`config.mk`:
```
export PLATFORM = sky130hd
export DESIGN_NAME = skf_mac
export DESIGN_NICKNAME = d
export VERILOG_FILES = /design/src/rtl/core/skf_pkg.sv /design/src/rtl/core/skf_mac.sv
export SDC_FILE = /design/constraint.sdc
export NUM_CORES = 2
export LEC_CHECK = 0
export BUFFER_PORTS_ARGS = -buffer_cell sky130_fd_sc_hd__clkbuf_2
export CELL_PAD_IN_SITES_DETAIL_PLACEMENT = 1
export CELL_PAD_IN_SITES_GLOBAL_PLACEMENT = 1
export CORE_ASPECT_RATIO = 0.5
export CORE_MARGIN = 5
export CORE_UTILIZATION = 45
export DETAILED_ROUTE_END_ITERATION = 6
export PLACE_DENSITY = 0.81
export SYNTH_ARGS = -nofsm -noshare
export SYNTH_HDL_FRONTEND = slang
export SYNTH_SLANG_ARGS = --single-unit
```
`constraint.sdc`:
```
create_clock -name clk -period 20.8 [get_ports clk]
set_clock_uncertainty 0.15 [all_clocks]
set_input_delay 1.04 -clock clk [delete_from_list [all_inputs] [get_ports clk]]
set_output_delay 1.04 -clock clk [all_outputs]
set_load 0.1 [all_outputs]
```
`src/rtl/core/skf_pkg.sv`:
```
package skf_pkg;

  localparam logic [1:0] FUNC_ROOT  = 2'd0;
  localparam logic [1:0] FUNC_JOINT = 2'd1;
  localparam logic [1:0] FUNC_BOX   = 2'd2;

  // tag that travels with one product through the multiply-accumulate pipe
  typedef struct packed {
    logic       vld;
    logic       first;
    logic       last;
    logic [3:0] tgt;
  } mac_tag_t;

endpackage

```
`src/rtl/core/skf_mac.sv`:
```
module skf_mac #(
  parameter int FRAC_BITS = 16
) (
  input  logic                         clk,
  input  logic                         rst_n,
  input  skf_pkg::mac_tag_t            iss,
  input  logic signed [31:0]           a,
  input  logic signed [31:0]           b,
  output skf_pkg::mac_tag_t            res,
  output logic signed [65-FRAC_BITS:0] sum
);

  localparam int RW = 64 - FRAC_BITS;
  localparam int SW = RW + 2;
  localparam logic signed [63:0] HALF = 64'sd1 <<< (FRAC_BITS - 1);

  logic signed [31:0]    a_r, b_r;
  logic signed [63:0]    prod_r;
  skf_pkg::mac_tag_t     t0_r, t1_r, res_r;
  logic signed [SW-1:0]  acc_r, acc_nxt;
  logic signed [63:0]    prod_rnd;
  logic signed [RW-1:0]  rnd;

  // round to nearest, ties up, then floor shift
  always_comb begin
    prod_rnd = (prod_r + HALF) >>> FRAC_BITS;
    rnd      = prod_rnd[RW-1:0];
    if (t1_r.first) begin
      acc_nxt = SW'(rnd);
    end else begin
      acc_nxt = acc_r + SW'(rnd);
    end
  end

  always_ff @(posedge clk) begin
    a_r    <= a;
    b_r    <= b;
    prod_r <= a_r * b_r;
    if (t1_r.vld) begin
      acc_r <= acc_nxt;
    end
    if (!rst_n) begin
      t0_r  <= '0;
      t1_r  <= '0;
      res_r <= '0;
    end else begin
      t0_r      <= iss;
      t1_r      <= t0_r;
      res_r.vld <= t1_r.vld && t1_r.last;
      res_r.tgt <= t1_r.tgt;
      res_r.first <= 1'b0;
      res_r.last  <= 1'b0;
    end
  end

  assign res = res_r;
  assign sum = acc_r;

endmodule

```
# After elaboration in Yosys (flattened, before gate mapping)
# Cells that the tools add are included.
# Widths: inputs -> output; s select.
[totals]
register_bits = 199
latch_bits = 0
ram_bits = 0
romBits = 0
inputBits = 73
out_inout_bits = 57
wordCells = 21
memories = 0
[op_classes]
addsub = 2
multipliers = 1
div_mod_pow = 0
order_cmp = 0
eq_ne = 0
shifts = 0
muxes = 1
bitwise = 0
n_reduce_logical = 1
[op_table]
columns = ["operator", "n"]
rows = [
  ["$add 64x17->64 const B", 1],
  ["$mul 32x32->64", 1],
  ["$add 50x48->50", 1],
  ["$mux 50", 1],
  ["$logic_and 1x1->1", 1],
]

# Logic depth before layout (Yosys ltp)
[logic_depth]
ltp_word = 3
ltp_mapped = 29
mapped_depth_nobuf = 28

# Least setup slack after synthesis
# No wires, ideal clock.
[synth_timing]
kind = "register -> register"
from = "register a_r[31]"
to = "register prod_r[60]"
arrival_ns = 7.535
t_required_ns = 20.578
slack_ns = 13.043
stages_incl_launch_ff = 28
n_path_buf = 2
cell_sequence = "dfxtp_1 clkbuf_1 nand2_1 inv_1 fa_1 inv_1 fa_1 fa_1 inv_1 fa_1 inv_1 fa_1 inv_1 fa_1 inv_1 fa_1 fa_1 inv_1 ha_1 clkbuf_1 a21o_1 a21o_1 a21o_1 o21a_1 o21ai_0 nand2b_1 a221oi_1 xnor2_1"
[synth_via]
elab_chain_cells = 1
[synth_lines]
columns = ["item", "line", "source"]
rows = [
  ["start: declaration", "skf_mac.sv:17", "logic signed [31:0] a_r, b_r;"],
  ["start signal: assignment", "skf_mac.sv:36", "a_r <= a;"],
  ["$mul 32x32->64", "skf_mac.sv:38", "prod_r <= a_r * b_r;"],
  ["end signal: assignment", "skf_mac.sv:38", ""],
  ["end: declaration", "skf_mac.sv:18", "logic signed [63:0] prod_r;"],
]
# Every way passes these cells.
# A chain may end at the register's enable or synchronous reset.

# Final worst setup path
# Same ends and word-level chain as after synthesis.

==> impl_metrics.toml <==
[die]
die_y_um = 231
core_region_area_sq_um = 97200
die-width_um = 452
initial_core_util = 0.451
ios = 130
row_count = 81
dieArea_sq_um = 104000

[setup_path]
startpoint_type = "flop"
crit_required_ps = 21060
cp-end-kind = "flop"
r2r-start = "a_r[31]"
ff2ff_path_depth = 25
reg2reg_to = "prod_r[60]"
worstPathMaxFanout = 32
r2r_slack_ps = 11360
path_class = "reg -> reg"
crit_arrival_ps = 9710

[logic_synthesis]
yosys-top-cells-count = "1082 x fa_1, 986 x inv_1, 594 x nand2_1"
yosys.area.top_type_share = 0.494
synth.most_common_cell = "fa_1"
yosysWarnings = 0
async_flop_share = 0
ys_seq_area_frac = 0.0945
synth.avg_cell_area_sq_um = 9.53
synth_area_leader_cell = "fa_1"
synthCells = 4601
synth_top_flop_cell = "dfxtp_1"
synth.area.top_cells = "fa_1 49%, inv_1 8.4%, and2_1 7.7%"
ys_ff_latch = 182
synth_edf_count = 50
netlist_area_sq_um = 43900
ys_types = 70

[clocking]
cts_hold_buf = 0
clkTransAtPathRegs_ps = 80
cts.sinks = 182
clockBufferDepth = 2
cts_root_buf = "clkbuf_16"
cts_made_buffers = 17
cts_resized = 0
cts.htree.levels = 4
cts_tree = "done"
post_cts_buffers = 0
insertion_delay_ps = 550

[timing]
max_freq_ghz = 0.106
setup_viol = 0
post-route-min-period_ps = 9440
rsz0062_at_grt = "no"
finalHoldViolCount = 0
worst_pin_slew_ps = 1340
maxSlewViolCount = 0
maxSlewHeadroom = 0.108
tns_ps = 0
finalWorstSetupSlack_ps = 11360
period_share = 0.454

[global_route]
grt_usage = 0.253
grt-ovfl-total = 0
first_global_vias = 39100
grt_max_degree = 83
grt_pass1_wl_um = 207000
antenna_found_initial = 1

[routing]
vias = 31600
ant_nets = 0
met1_length_um = 48600
top_layer_used = "met4"
wl_met3_um = 4500
drt_iter0_drc = 1522
firstDrtPassIters = 5
viasPerCell = 5.37
dr_wl_met2_um = 66000
wl_per_cell_um = 21.4
finalWirelength_um = 126000
drc_errors = 0

[placed_design]
hpwl_um = 103000
port_buffers = 127
post-place-ws_ps = 11390
routabilityCongestion = 0.856

[finish]
nNetsFinal = 5968
area_growth_pct = 5.64
fin_util = 0.477
drive_gt1_frac = 0.0544

[worst_hold_path]
min_path_type = "reg -> reg"
min_from = "t1_r[1]"
hold_depth = 1
holdPathEnd = "res[1]"

[status]
status = "completed"

[run]
drv_cap = 0
-- placed cells by master (no fill, tap or decap), drive strengths merged, types with 26 or more instances in the layout --
cell and instances:
inv 993, nand2 594, edfxtp 50, ha 230, nand2b 29, xor2 47, and2 540, nor2 83
a21oi 113, nand4 26, nand3 35, dfxtp 132, o21ai 87, buf 62, xnor2 103, and3 28
clkbuf 145, fa 1082, a21o 43
-- logic make-up after synthesis --
family                     synth area share
xor gates and xnor gates             0.0300
and+or+nand+nor                       0.159
AOI/OAI and AO/OA                    0.0509
adders and majority gates             0.559
buffers and inverters                 0.104
DFF                                  0.0945
muxes                               0.00174
other                             0.0000855
-- metal layers --
layer  GRT usage  vias up
met5           0        -
met4       0.126        0
met3      0.0307      395
met2       0.466      848
met1       0.291    16800
li1            -    13500
-- flip-flops by register name, summed over array words and instances, names as in the netlist --
name    cells
prod_r     49
t0_r        7
a_r        32
t1_r        7
b_r        32
sum        50
res         5
-- how the worst max path moves through the flow --
stage / from / endpoint / slack (ps) / depth (start not counted)
global route: a_r[31] / prod_r[60] / 10730 / 26
CTS: a_r[31] / prod_r[60] / 11350 / 26
floorplan: a_r[31] / prod_r[60] / 13040 / 27
detailed placement: a_r[31] / prod_r[60] / 11390 / 26
finish: a_r[31] / prod_r[60] / 11360 / 25
global placement: a_r[31] / prod_r[57] / 11900 / 25
-- worst max-delay path, stage by stage (launching register included) --
cell	delay [ps]
dfxtp_1	1170
nand2_1	340
inv_1	200
fa_1	410
inv_1	230
fa_1	580
fa_1	590
inv_1	80
fa_1	910
inv_1	400
fa_1	600
inv_1	70
fa_1	540
inv_1	50
fa_1	500
inv_1	60
fa_1	450
ha_1	380
and3_1	210
nand3_1	130
or2_2	330
o21ai_0	250
nand2_1	150
nor2_1	220
a221oi_1	150
xnor2_1	150
-- area by class of cell --
type	count	area, sq um
clock inverters	14	185
flip-flops and latches	182	4150
clock buffers	18	429
inverters	986	3700
fillers	11000	50900
diodes	2	5.00
multi-input cells	3207	35200
well taps	1286	1610
repair buffers	189	1100
-- metrics by stage --
| stage | instances | instance area [sq um] | hold slack [ps] |
|---|---|---|---|
| after floorplan | 4602 | 43900 | 262 |
| after global placement | 5850 | 45700 | 263 |
| after detailed placement | 5850 | 45700 | 279 |
| after CTS | 5882 | 46300 | 302 |
| after global routing | 5883 | 46300 | 319 |
| final | 5884 | 46300 | 298 |
Power is not shown: default switching activity piles up to over one toggle a cycle in this logic, so the estimate is an artifact.
